--- config.mk ---
export PLATFORM = sky130hd
export DESIGN_NAME = spr_cordic_cell
export DESIGN_NICKNAME = d
export VERILOG_FILES = /design/src/rtl/core/spr_pkg.sv /design/src/rtl/core/spr_cordic_cell.sv
export SDC_FILE = /design/constraint.sdc
export NUM_CORES = 1
export LEC_CHECK = 0
export CAP_MARGIN = 20
export CORE_ASPECT_RATIO = 1.1
export CORE_MARGIN = 1.5
export CORE_UTILIZATION = 30
export CTS_BUF_LIST = sky130_fd_sc_hd__clkbuf_4
export DETAILED_ROUTE_END_ITERATION = 16
export DONT_BUFFER_PORTS = 1
export PLACE_DENSITY = 0.52
export SYNTH_ARGS = -nofsm -noshare
export SYNTH_HDL_FRONTEND = slang
export SYNTH_SLANG_ARGS = --single-unit
--- constraint.sdc ---
create_clock -name clock -period 8.4 [get_ports clock]
set_input_delay 2.1 -clock clock [delete_from_list [all_inputs] [get_ports clock]]
set_output_delay 2.1 -clock clock [all_outputs]
set_load 0.02 [all_outputs]
--- src/rtl/core/spr_pkg.sv ---
// ----------------------------------------------------------------------------
// spr_pkg
// Shared constants, types and the CORDIC arctangent table for the scan point
// reprojection datapath.
// ----------------------------------------------------------------------------
package spr_pkg;

   localparam int CORDIC_STEPS = 24;
   localparam int ROT_W        = 33;   // rotation x/y, Q1.30 plus headroom
   localparam int VEC_W        = 46;   // vectoring x/y, Q16.24 plus growth
   localparam int ROT_SIDE_W   = 35;   // last, sat, flip, dd[31:0]
   localparam int VEC_SIDE_W   = 3;    // last, sat, zero
   localparam int CSR_ADDR_W   = 5;

   localparam logic signed [ROT_W-1:0] K_Q30 = 33'sd652032874;
   localparam logic [19:0]             K_Q20 = 20'd636752;

   typedef enum logic [2:0] {
      REG_OFFSET_X         = 3'd0,
      REG_OFFSET_Y         = 3'd1,
      REG_BASE_HEADING     = 3'd2,
      REG_TARGET_HEADING   = 3'd3,
      REG_ANGLE_GAIN       = 3'd4,
      REG_ANGLE_GAIN_RECIP = 3'd5,
      REG_DIST_GAIN        = 3'd6,
      REG_DIST_GAIN_RECIP  = 3'd7
   } reg_index_type;

   // arctangent of 2^-i, 2^32 per turn
   function automatic logic [31:0] atan_turn(input int i);
      logic [31:0] v;
      case (i)
         0:  v = 32'h20000000;
         1:  v = 32'h12E4051D;
         2:  v = 32'h09FB385B;
         3:  v = 32'h051111D4;
         4:  v = 32'h028B0D43;
         5:  v = 32'h0145D7E1;
         6:  v = 32'h00A2F61E;
         7:  v = 32'h00517C55;
         8:  v = 32'h0028BE53;
         9:  v = 32'h00145F2F;
         10: v = 32'h000A2F98;
         11: v = 32'h000517CC;
         12: v = 32'h00028BE6;
         13: v = 32'h000145F3;
         14: v = 32'h0000A2F9;
         15: v = 32'h0000517C;
         16: v = 32'h000028BE;
         17: v = 32'h0000145F;
         18: v = 32'h00000A2F;
         19: v = 32'h00000517;
         20: v = 32'h0000028B;
         21: v = 32'h00000145;
         22: v = 32'h000000A2;
         23: v = 32'h00000051;
         default: v = 32'h0;
      endcase
      return v;
   endfunction

endpackage

--- src/rtl/core/spr_cordic_cell.sv ---
// ----------------------------------------------------------------------------
// spr_cordic_cell
// One registered CORDIC micro-rotation; rotation or vectoring mode, with a
// side payload that travels alongside unchanged.
// ----------------------------------------------------------------------------
module spr_cordic_cell
   import spr_pkg::*;
#(
   parameter int STEP   = 0,
   parameter int W      = 33,
   parameter int SIDE_W = 1,
   parameter bit VECTOR = 1'b0
) (
   input  logic                clock,
   input  logic                reset,
   input  logic                en,
   input  logic                up_valid,
   input  logic signed [W-1:0] up_x,
   input  logic signed [W-1:0] up_y,
   input  logic [31:0]         up_z,
   input  logic [SIDE_W-1:0]   up_side,
   output logic                valid_ff,
   output logic signed [W-1:0] x_ff,
   output logic signed [W-1:0] y_ff,
   output logic [31:0]         z_ff,
   output logic [SIDE_W-1:0]   side_ff
);

   localparam logic [31:0] ATAN = atan_turn(STEP);

   logic                sigma_pos;
   logic signed [W-1:0] xs, ys;
   logic signed [W-1:0] x_in, y_in;
   logic [31:0]         z_in;

   // rotation drives z toward zero, vectoring drives y toward zero
   assign sigma_pos = VECTOR ? up_y[W-1] : !up_z[31];
   assign xs = up_x >>> STEP;
   assign ys = up_y >>> STEP;

   always_comb begin
      if (sigma_pos) begin
         x_in = up_x - ys;
         y_in = up_y + xs;
         z_in = up_z - ATAN;
      end else begin
         x_in = up_x + ys;
         y_in = up_y - xs;
         z_in = up_z + ATAN;
      end
   end

   always_ff @(posedge clock) begin
      if (reset) begin
         valid_ff <= 1'b0;
      end else if (en) begin
         valid_ff <= up_valid;
      end
   end

   always_ff @(posedge clock) begin
      if (en) begin
         x_ff    <= x_in;
         y_ff    <= y_in;
         z_ff    <= z_in;
         side_ff <= up_side;
      end
   end

endmodule

# Word level (Yosys, flattened, before mapping)
# Index checks and enable logic that the tools add are counted.
totals:
  regBits: 100
  inputBits: 103
  out_inout_bits: 100
  wordCells: 13
op_classes:
  add_sub_neg: 5
  n_mux: 3
op_table:
  columns: ["cell", "count"]
  rows:
  - ["$mux 33", 2]
  - ["$sub 33x33->33", 2]
  - ["$add 33x33->33", 1]
  - ["$add 32x30->32 const B", 1]
  - ["$mux 32", 1]
  - ["$sub 32x30->32 const B", 1]

# Depth between registers and ports, before layout
# Gate-level depths: netlist of the first run.
depth:
  word_depth: 2
  ltp_mapped: 13
  ltp_nobuf: 13

# Worst setup path before layout of the first run
# Ideal clock, no wire load.
synth_timing:
  kind: "input-to-reg"
  start: "input port up_x[13]"
  end: "register y_ff[31] (data pin)"
  setup_ns: 0.266
  t_arrival_ns: 4.538
  required_ns: 8.134
  setup_slack_ns: 3.596
  stages: 13
  n_path_buf: 1
  cell_sequence: "inv_1 ha_1 buf_6 or4_4 nand2b_4 a311oi_2 nor3_2 o31ai_4 a21boi_2 o41ai_4 o41ai_2 o2bb2ai_2 xnor2_1"
synth_between:
  elab_chain_len: 2
  elab_cells_between_ends: 3
  classes_between: "add/sub (2); mux (1)"
synth_rtl:
  columns: ["element", "line", "text"]
  rows:
  - ["start, declared", "spr_cordic_cell.sv:18", "input logic signed [W-1:0] up_x,"]
  - ["$add 33x33->33 / $sub 33x33->33 (equally long branches)", "spr_cordic_cell.sv:44, spr_cordic_cell.sv:48", null]
  - ["$mux 33 *", "spr_cordic_cell.sv:42", "if (sigma_pos) begin"]
  - ["via y_in[31]", "spr_cordic_cell.sv:33", "logic signed [W-1:0] x_in, y_in;"]
  - ["end signal, assigned", "spr_cordic_cell.sv:64", "y_ff <= y_in;"]
  - ["end, declared", "spr_cordic_cell.sv:24", "output logic signed [W-1:0] y_ff,"]
# Mark *: on every way through the listed nets, which the timed path passes. The rest lies on a longest branch.
# A chain may end at the register's enable or synchronous reset.

# Final worst setup path of the first run
layout_timing:
  start: "input port up_x[12]"
  end: "register y_ff[31] (data pin)"
# Same word-level chain as after synthesis.

==> flow_metrics.tcl, run 1 <==
set metrics [dict create \
    utilization 0.320 \
    max_stage_delay_ns 0.62 \
    synth_edf_count 98 \
    cts_tree "yes" \
    cp_max_fo 12 \
    setup_viol_count_final 0 \
    period_share 0.591 \
    grt_usage 0.166 \
    synth.yosys.seq_area_share 0.351 \
    syn2layout_area_growth_pct 5.13 \
    fin_setup_tns_ns 0 \
    crit_buf_inv 1 \
    top_usage_layer "met2" \
    clock_power_share 0.192 \
    synthFlopType "edfxtp_1" \
    cap_violations 0 \
    cp_slowest_cell "or4_4" \
    pin_count 203 \
    via_count 6718 \
    synth_top_cell_area_share 0.349 \
    fin_crit_ns 4.97 \
    wl_mm 24.8 \
    synth_common_cells "107 x a21oi_1, 104 x ha_1, 98 x edfxtp_1" \
    overflow 0 \
    grt_start_max_net_pins 100 \
    drt_iter0_drc 663 \
    antenna_found_initial 1 \
    instances_no_fill 1250 \
    rows 64 \
    power.total_mw 1.46 \
    cts_setup_buffers 0 \
    yosysTopAreaCell "edfxtp_1" \
    start_util 0.305 \
    max-vdd-ir-drop_mv 0.0679 \
    clkTransAtPathRegs_ns 0.16 \
    grtUsageMet1 0.213 \
    nets 1090 \
    cpLargestDelayFamily "compound AO/OA/AOI/OAI gates" \
    netSwitchingFraction 0.389 \
    port_buffers 0 \
    synthArstFlopShare 0 \
    tightest_slew_ns 0.687 \
    relSlewSlack 0.542 \
    combPwrFrac 0.289 \
    placed_cells 1231 \
    cts-root-buf "clkbuf_4" \
    cts.sinks 99 \
    synth.distinct_cells 71 \
    cts_resized 0 \
    fin_skew_ns 0 \
    h-tree-depth 3 \
    drtAntennaViolNets 0 \
    p_int_uw 894 \
    first_global_vias 6490 \
    synth_fp_nets 1117 \
    cp-start-kind "primary input" \
    status "finished clean" \
    p_per_area_nw_per_um2 165 \
    fmax_mhz 201 \
    ys_seq_elements 99 \
    end_kind "flip-flop" \
    die_width_um 163 \
    hold_viol 0 \
    die-area_sq_um 29100 \
    slew_viol_final 0 \
    p_sw_uw 568 \
    arrival_ns 5.23 \
    via_per_inst 5.37 \
    netlist_instances 906 \
    drc 0 \
    worstPathCellList "inv_1 > ha_1 > or4_4 > nand2b_4 > a311oi_2 > nor3_2 > o31ai_4 > a21boi_2 > o41ai_4 > o41ai_2 > o2bb2ai_2 > xnor2_1" \
    die_h_um 179 \
    critPathRequiredTime_ns 8.67 \
    cts_inserted_buffers 9 \
    grt_pass1_wl_mm 36.9 \
    dp_hpwl_mm 19.1 \
    firstDrtPassIters 5 \
    layout-drive-gt1-share 0.0396 \
    avgSynthCellArea_sq_um 9.31 \
    gp_congestion 0.857 \
    ys_warn_count 0 \
    crit_type "in -> reg" \
    netlist_top_cells_area "edfxtp_1 35%, ha_1 15%, a21oi_1 6.3%" \
    coreArea_sq_um 27700 \
    met2_usage 0.262 \
    min_path_type "reg -> reg" \
    p_seq_frac 0.519 \
    synth_area_sq_um 8440 \
    grt_util_met3 0.0433 \
    leakage_nw 3.61 \
    clock_path_buffers 2 \
    routedWlPerCell_um 19.8 \
    hold_buffers 0 \
    rsz0062_at_grt "false" \
    synth.most_common_cell "a21oi_1" \
    clk_latency_ns 0.50 \
]
==> placed cells by master (no fill, tap or decap), types with 14 or more instances in the layout <==
cell type,instances
nand3_1,15
xnor2_1,59
inv_1,95
o21bai_1,19
o21ai_0,47
ha_1,104
nor3_1,14
a21oi_1,107
nand2_1,40
mux2i_1,19
edfxtp_1,98
nor2_1,62
o31ai_1,17
a21o_1,18
==> layout make-up <==
| cell class | count | area, sq um |
|---|---|---|
| Tap cell | 363 | 454 |
| Multi-Input combinational cell | 668 | 4920 |
| Antenna cell | 3 | 7.51 |
| Fill cell | 2915 | 18800 |
| Sequential cell | 99 | 2960 |
| Inverter | 100 | 375 |
| Clock buffer | 9 | 67.6 |
| Timing Repair Buffer | 1 | 7.51 |
| Clock inverter | 7 | 76.3 |
==> power groups by stage <==
stage / combinational [mW] / clock, mW / sequential [mW]
6_report: 0.422 / 0.281 / 0.759
3_3_place_gp: 0.419 / 0 / 0.773
3_5_place_dp: 0.418 / 0 / 0.774
2_1_floorplan: 0.322 / 0 / 0.755
5_1_grt: 0.464 / 0.310 / 0.767
4_1_cts: 0.421 / 0.297 / 0.762
==> sequential cells by signal (all words and copies together) (netlist names) <==
signal and cells:
x_ff 33, y_ff 32, z_ff 32, side_ff 1
valid_ff 1
==> metal layers <==
metal,vias up,part of all wire,wire length [um]
met3,42,0.078,1920
met2,296,0.45,11200
li1,3200,-,-
met1,3180,0.44,10900
met5,-,0,0
met4,0,0.030,741
==> logic make-up after synthesis <==
family / after synthesis / synth area share
adder cells (fa/ha/maj): 108 / 0.164
flip-flops: 99 / 0.351
buffers and inverters: 139 / 0.0658
XOR/XNOR: 62 / 0.0643
AO/OA/AOI/OAI: 296 / 0.228
AND/OR/NAND/NOR: 183 / 0.104
multiplexers: 19 / 0.0225
==> worst reg2reg max path, cell delays in order (launching register included) <==
cell,delay [ns]
dfxtp_1,0.48
mux2i_1,0.10
nor2_1,0.08
==> path summary, 6_finish.rpt <==
kind,start,end,slack [ns],cells past startpoint
worst max-delay path,up_x[12],y_ff[31]$_DFFE_PP_,3.43,12
worst min-delay path,valid_ff$_SDFFE_PP0P_,valid_ff$_SDFFE_PP0P_,0.62,2
worst max register to register,valid_ff$_SDFFE_PP0P_,valid_ff$_SDFFE_PP0P_,7.70,2
worst min register to register,valid_ff$_SDFFE_PP0P_,valid_ff$_SDFFE_PP0P_,0.62,2
==> per-stage QoR <==
step | setup slack [ns] | cell area (sq um) | hold slack (ns)
finish | 3.43 | 8870 | 0.617
global route | 3.31 | 8870 | 0.674
CTS | 3.47 | 8860 | 0.624
detailed placement | 2.91 | 8720 | 0.608
global placement | 2.89 | 8720 | 0.603
floorplan | 3.60 | 8440 | 0.579
(Power assumes the default switching activity.)
==> inputs of run 2 (changes only) <==
--- a/config.mk
+++ b/config.mk
@@ -5,6 +5,7 @@
 export SDC_FILE = /design/constraint.sdc
 export NUM_CORES = 1
 export LEC_CHECK = 0
+export ABC_AREA = 1
 export CAP_MARGIN = 20
 export CORE_ASPECT_RATIO = 1.1
 export CORE_MARGIN = 1.5
@@ -12,7 +13,7 @@
 export CTS_BUF_LIST = sky130_fd_sc_hd__clkbuf_4
 export DETAILED_ROUTE_END_ITERATION = 16
 export DONT_BUFFER_PORTS = 1
-export PLACE_DENSITY = 0.52
+export PLACE_DENSITY = 0.53
 export SYNTH_ARGS = -nofsm -noshare
 export SYNTH_HDL_FRONTEND = slang
 export SYNTH_SLANG_ARGS = --single-unit
==> constraint.sdc (replaced) <==
create_clock -name clock -period 4.48 [get_ports clock]
set_input_delay 1.12 -clock clock [delete_from_list [all_inputs] [get_ports clock]]
set_output_delay 1.12 -clock clock [all_outputs]
set_load 0.02 [all_outputs]
==> flow_metrics.tcl, run 2 <==
set metrics [dict create \
    first_global_vias 9891 \
    fin_setup_tns_ns 0 \
    fin_skew_ns 0 \
    fin_crit_ns 2.85 \
    die_h_um 200 \
    rows 72 \
    die-area_sq_um 36500 \
    critPathRequiredTime_ns 4.81 \
    utilization 0.318 \
    synth_top_cell_area_share 0.277 \
    wl_mm 36.7 \
    whs_path_depth 1 \
    status "finished clean" \
    start_util 0.303 \
    synth_common_cells "579 x nand2_1, 319 x inv_1, 153 x nor2_1" \
    rsz0062_at_grt "false" \
    cp_max_fo 10 \
    cts_setup_buffers 0 \
    p_sw_mw 1.32 \
    clk_latency_ns 0.55 \
    setup_viol_count_final 0 \
    tightest_slew_ns 0.739 \
    p_seq_frac 0.457 \
    ys_seq_elements 99 \
    drtAntennaViolNets 0 \
    synth.distinct_cells 33 \
    slew_viol_final 0 \
    combPwrFrac 0.346 \
    final_common_cell "nand2_1" \
    via_per_inst 4.82 \
    netlist_top_cells_area "edfxtp_1 28%, nand2_1 20%, ha_1 12%" \
    cts_tree "yes" \
    pin_count 203 \
    synthArstFlopShare 0 \
    cts.sinks 99 \
    leakage_nw 5.88 \
    clock_power_share 0.197 \
    drt_iter0_drc 716 \
    final_cell_mix "579 x nand2_1, 318 x inv_1, 153 x nor2_1" \
    layout-drive-gt1-share 0.0182 \
    fmax_mhz 351 \
    top_register "x_ff" \
    nets 1855 \
    min_path_type "in -> reg" \
    p_int_mw 1.67 \
    coreArea_sq_um 35000 \
    antenna_found_initial 2 \
    dp_hpwl_mm 30.4 \
    clkTransAtPathRegs_ns 0.20 \
    reg2regPathDepth 2 \
    grt_start_max_net_pins 100 \
    netlist_instances 1673 \
    grt_pass1_wl_mm 56.1 \
    reg_top3 "x_ff x33, y_ff x32, z_ff x32" \
    max-vdd-ir-drop_mv 0.133 \
    overflow 0 \
    cts_inserted_buffers 9 \
    synth.most_common_cell "nand2_1" \
    synth_area_sq_um 10600 \
    instances_no_fill 2096 \
    hold_viol 0 \
    synth.yosys.seq_area_share 0.279 \
    firstDrtPassIters 6 \
    crit_type "in -> reg" \
    ys_warn_count 0 \
    port_buffers 0 \
    cap_violations 0 \
    placed_cells 2077 \
    largest_reg_flops 33 \
    cts-root-buf "clkbuf_4" \
    grt_usage 0.203 \
    yosysTopAreaCell "edfxtp_1" \
    gp_congestion 0.913 \
    syn2layout_area_growth_pct 4.68 \
    h-tree-depth 3 \
    cts_resized 0 \
    relSlewSlack 0.507 \
    synth_fp_nets 1884 \
    synthFlopType "edfxtp_1" \
    routedWlPerCell_um 17.5 \
    netSwitchingFraction 0.443 \
    cp-start-kind "primary input" \
    synth_edf_count 98 \
    avgSynthCellArea_sq_um 6.34 \
    period_share 0.636 \
    end_kind "flip-flop" \
    die_width_um 182 \
    arrival_ns 3.18 \
    via_count 10100 \
    p_per_area_nw_per_um2 269 \
    clock_path_buffers 2 \
    hold_buffers 0 \
    drc 0 \
]
[run 2: cell types whose count changed in the layout (fill, tap and decap cells not counted), sizes merged, moves of 16 or more]
cell / before / now
a21o: 18 / 0
xnor2: 59 / 0
mux2i: 19 / 2
nand3: 15 / 143
nor2: 62 / 156
xor2: 3 / 24
a21oi: 107 / 72
o31ai: 18 / 2
inv: 97 / 324
o21ai: 49 / 65
nand2: 40 / 581
[run 2: cell type report]
cell class,instances,area (sq um)
Fill cell,3860,23900
Clock inverter,7,90.1
Multi-Input combinational cell,1211,6190
Sequential cell,99,2960
Inverter,320,1200
Tap cell,444,556
Clock buffer,9,67.6
Timing Repair Buffer,3,22.5
Antenna cell,3,7.51
[run 2: worst paths after layout]
kind	end	slack [ns]	startpoint
max	y_ff[11]$_DFFE_PP_	1.63	up_x[10]
min	valid_ff$_SDFFE_PP0P_	0.61	reset
max reg2reg	valid_ff$_SDFFE_PP0P_	3.75	valid_ff$_SDFFE_PP0P_
min reg2reg	valid_ff$_SDFFE_PP0P_	0.64	valid_ff$_SDFFE_PP0P_
[run 2: power by group through the flow]
stage	clock, mW	combinational (mW)	sequential, mW
after floorplan	0	0.746	1.36
after global placement	0	1.02	1.39
after detailed placement	0	1.02	1.39
after CTS	0.623	1.03	1.37
after global routing	0.640	1.17	1.38
final	0.590	1.03	1.37
[run 2: critical path, cell delays in order]
cell and delay [ns]:
inv_1 0.03, ha_1 0.56, nand2_1 0.21, nor2_1 0.20, inv_1 0.12, nor2_1 0.15, nand2_1 0.08, nand3_1 0.21
xor2_1 0.09, o21ai_0 0.41
[run 2: stage by stage]
step                setup WS (ns)  power, mW  cell area [sq um]  hold WS (ns)
floorplan                    1.63       2.11              10600         0.579
global placement             1.02       2.42              10900         0.600
detailed placement           1.05       2.41              10900         0.607
CTS                          1.75       3.02              11100         0.546
global route                 1.52       3.19              11100         0.562
finish                       1.63       2.99              11100         0.614
[run 2: per-layer routing]
metal,global-route usage,vias up,wire [um]
met4,0.0803,0,1140
met1,0.261,4578,16400
met5,0,-,0
met3,0.0371,54,2350
li1,-,5129,-
met2,0.335,343,16800
[run 2: logic make-up after synthesis]
| kind of cell | Yosys count | synth area share |
|---|---|---|
| and+or+nand+nor | 909 | 0.346 |
| DFF | 99 | 0.279 |
| adders and majority gates | 108 | 0.130 |
| AOI/OAI and AO/OA | 168 | 0.0858 |
| buffers and inverters | 363 | 0.137 |
| xor gates and xnor gates | 24 | 0.0198 |
| muxes | 2 | 0.00189 |
==> inputs of run 3 (changes only) <==
--- a/config.mk
+++ b/config.mk
@@ -5,7 +5,7 @@
 export SDC_FILE = /design/constraint.sdc
 export NUM_CORES = 1
 export LEC_CHECK = 0
-export ABC_AREA = 1
+export ABC_AREA = 0
 export CAP_MARGIN = 20
 export CORE_ASPECT_RATIO = 1.1
 export CORE_MARGIN = 1.5
@@ -13,7 +13,7 @@
 export CTS_BUF_LIST = sky130_fd_sc_hd__clkbuf_4
 export DETAILED_ROUTE_END_ITERATION = 16
 export DONT_BUFFER_PORTS = 1
-export PLACE_DENSITY = 0.53
+export PLACE_DENSITY = 0.52
 export SYNTH_ARGS = -nofsm -noshare
 export SYNTH_HDL_FRONTEND = slang
 export SYNTH_SLANG_ARGS = --single-unit
==> constraint.sdc (replaced) <==
create_clock -name clock -period 2.7 [get_ports clock]
set_input_delay 0.675 -clock clock [delete_from_list [all_inputs] [get_ports clock]]
set_output_delay 0.675 -clock clock [all_outputs]
set_load 0.02 [all_outputs]
==> flow_metrics.tcl, run 3 (synthesized netlist as in run 1, its figures left out) <==
set metrics [dict create \
    status "finished with violations" \
    violations "setup timing" \
    firstDrtPassIters 5 \
    cap_violations 0 \
    fin_skew_ns 0 \
    placed_cells 1451 \
    drc 0 \
    clkTransAtPathRegs_ns 0.14 \
    antenna_found_initial 2 \
    dp_hpwl_mm 21.1 \
    die_h_um 179 \
    min_path_type "in -> reg" \
    fillers 2786 \
    final_common_cell "buf_4" \
    fin_ws_ns -0.238 \
    fmax_mhz 340 \
    grt_pass1_wl_mm 40.7 \
    min-delay-start "reset" \
    max-vdd-ir-drop_mv 0.245 \
    cp_max_fo 4 \
    cp-start-kind "primary input" \
    first_global_vias 7534 \
    end_kind "flip-flop" \
    finalInstanceArea_sq_um 11500 \
    via_per_inst 5.03 \
    nets 1329 \
    setup_viol_count_final 24 \
    cts_tree "yes" \
    reg2regPathDepth 2 \
    leakage_nw 4.90 \
    relSlewSlack 0.592 \
    crit_type "in -> reg" \
    layout-drive-gt1-share 0.339 \
    syn2layout_area_growth_pct 36.2 \
    rsz0062_at_grt "true" \
    hold_ws_ns 0.241 \
    p_per_area_nw_per_um2 455 \
    tightest_slew_ns 0.607 \
    slew_viol_final 0 \
    cts-root-buf "clkbuf_4" \
    whs_path_depth 1 \
    grt_usage 0.183 \
    pin_count 203 \
    period_share 1.09 \
    largest_reg_flops 33 \
    rows 64 \
    coreArea_sq_um 27700 \
    clock_path_buffers 2 \
    instances_no_fill 1488 \
    worstReg2RegStart "valid_ff$_SDFFE_PP0P_" \
    dpl-instance-area_sq_um 10600 \
    r2r-end "valid_ff$_SDFFE_PP0P_" \
    routedWlPerCell_um 18.2 \
    start_util 0.305 \
    die-area_sq_um 29100 \
    gp_congestion 0.867 \
    drt_iter0_drc 407 \
    port_buffers 0 \
    wl_mm 27.1 \
    rrSetupSlack_ns 1.98 \
    arrival_ns 3.18 \
    hold_buffers 0 \
    hold_viol 0 \
    die_width_um 163 \
    cts.sinks 99 \
    grt_start_max_net_pins 100 \
    min_to "valid_ff$_SDFFE_PP0P_" \
    clk_latency_ns 0.48 \
    cts_inserted_buffers 9 \
    overflow 0 \
    final_cell_mix "228 x buf_4, 98 x edfxtp_1, 88 x ha_1" \
    critPathRequiredTime_ns 2.94 \
    drtAntennaViolNets 0 \
    place_ws_ns -0.884 \
    fin_crit_ns 2.94 \
    via_count 7489 \
    top_register "x_ff" \
    reg_top3 "x_ff x33, y_ff x32, z_ff x32" \
    h-tree-depth 3 \
]
run 3: stage by stage:
stage          setup TNS, ns  power, mW  utilization
6_report               -2.24       5.23        0.415
5_1_grt                -3.58       5.54        0.415
4_1_cts               -0.438       5.18        0.402
3_5_place_dp          -24.93       4.18        0.383
3_3_place_gp          -24.87       4.20        0.383
2_1_floorplan          -8.20       3.41            -
run 3: metal layers:
layer	wire length, um	track usage	share of wire	vias to the layer above
met5	12	0	0.00044	-
met4	563	0.0623	0.021	2
met1	12300	0.229	0.45	3532
met3	1370	0.0400	0.051	38
li1	-	-	-	3683
met2	12900	0.310	0.47	234
run 3: worst max-delay path by stage:
| stage | from | to |
|---|---|---|
| floorplan | up_y[13] | y_ff[29]$_DFFE_PP_ |
| global route | up_x[12] | y_ff[31]$_DFFE_PP_ |
| finish | up_y[12] | x_ff[31]$_DFFE_PP_ |
| global placement | up_x[11] | y_ff[29]$_DFFE_PP_ |
| CTS | up_y[12] | x_ff[31]$_DFFE_PP_ |
| detailed placement | up_x[5] | y_ff[31]$_DFFE_PP_ |
run 3: power breakdown:
group	internal, mW	switching (mW)
Sequential	1.99	0.366
Clock	0.295	0.552
Combinational	0.993	1.04
run 3: repair_timing:
action	CTS	global route
setup buffers	14	8
pin swaps	43	45
endpoints found under the setup margin	24	29
resized for setup	54	65
run 3: cell type report:
cell class	instances	area, sq um	area share
tap	363	454	0.0395
antenna	2	5.00	0.000435
inverter	100	412	0.0358
multi-input combinational	668	5680	0.494
clock buffer	10	75.1	0.00653
clock inverter	6	63.8	0.00555
timing repair buffer	240	1850	0.161
sequential	99	2960	0.258
run 3: critical path, cell delays in order:
cell and delay, ns:
ha_4 0.22, or4_4 0.55, nand2b_4 0.18, a311oi_4 0.31, nor3_4 0.09, o31ai_4 0.29, a21boi_4 0.12, o41ai_4 0.22
buf_4 0.19, o41ai_4 0.07, o21ai_2 0.15, xnor2_1 0.10
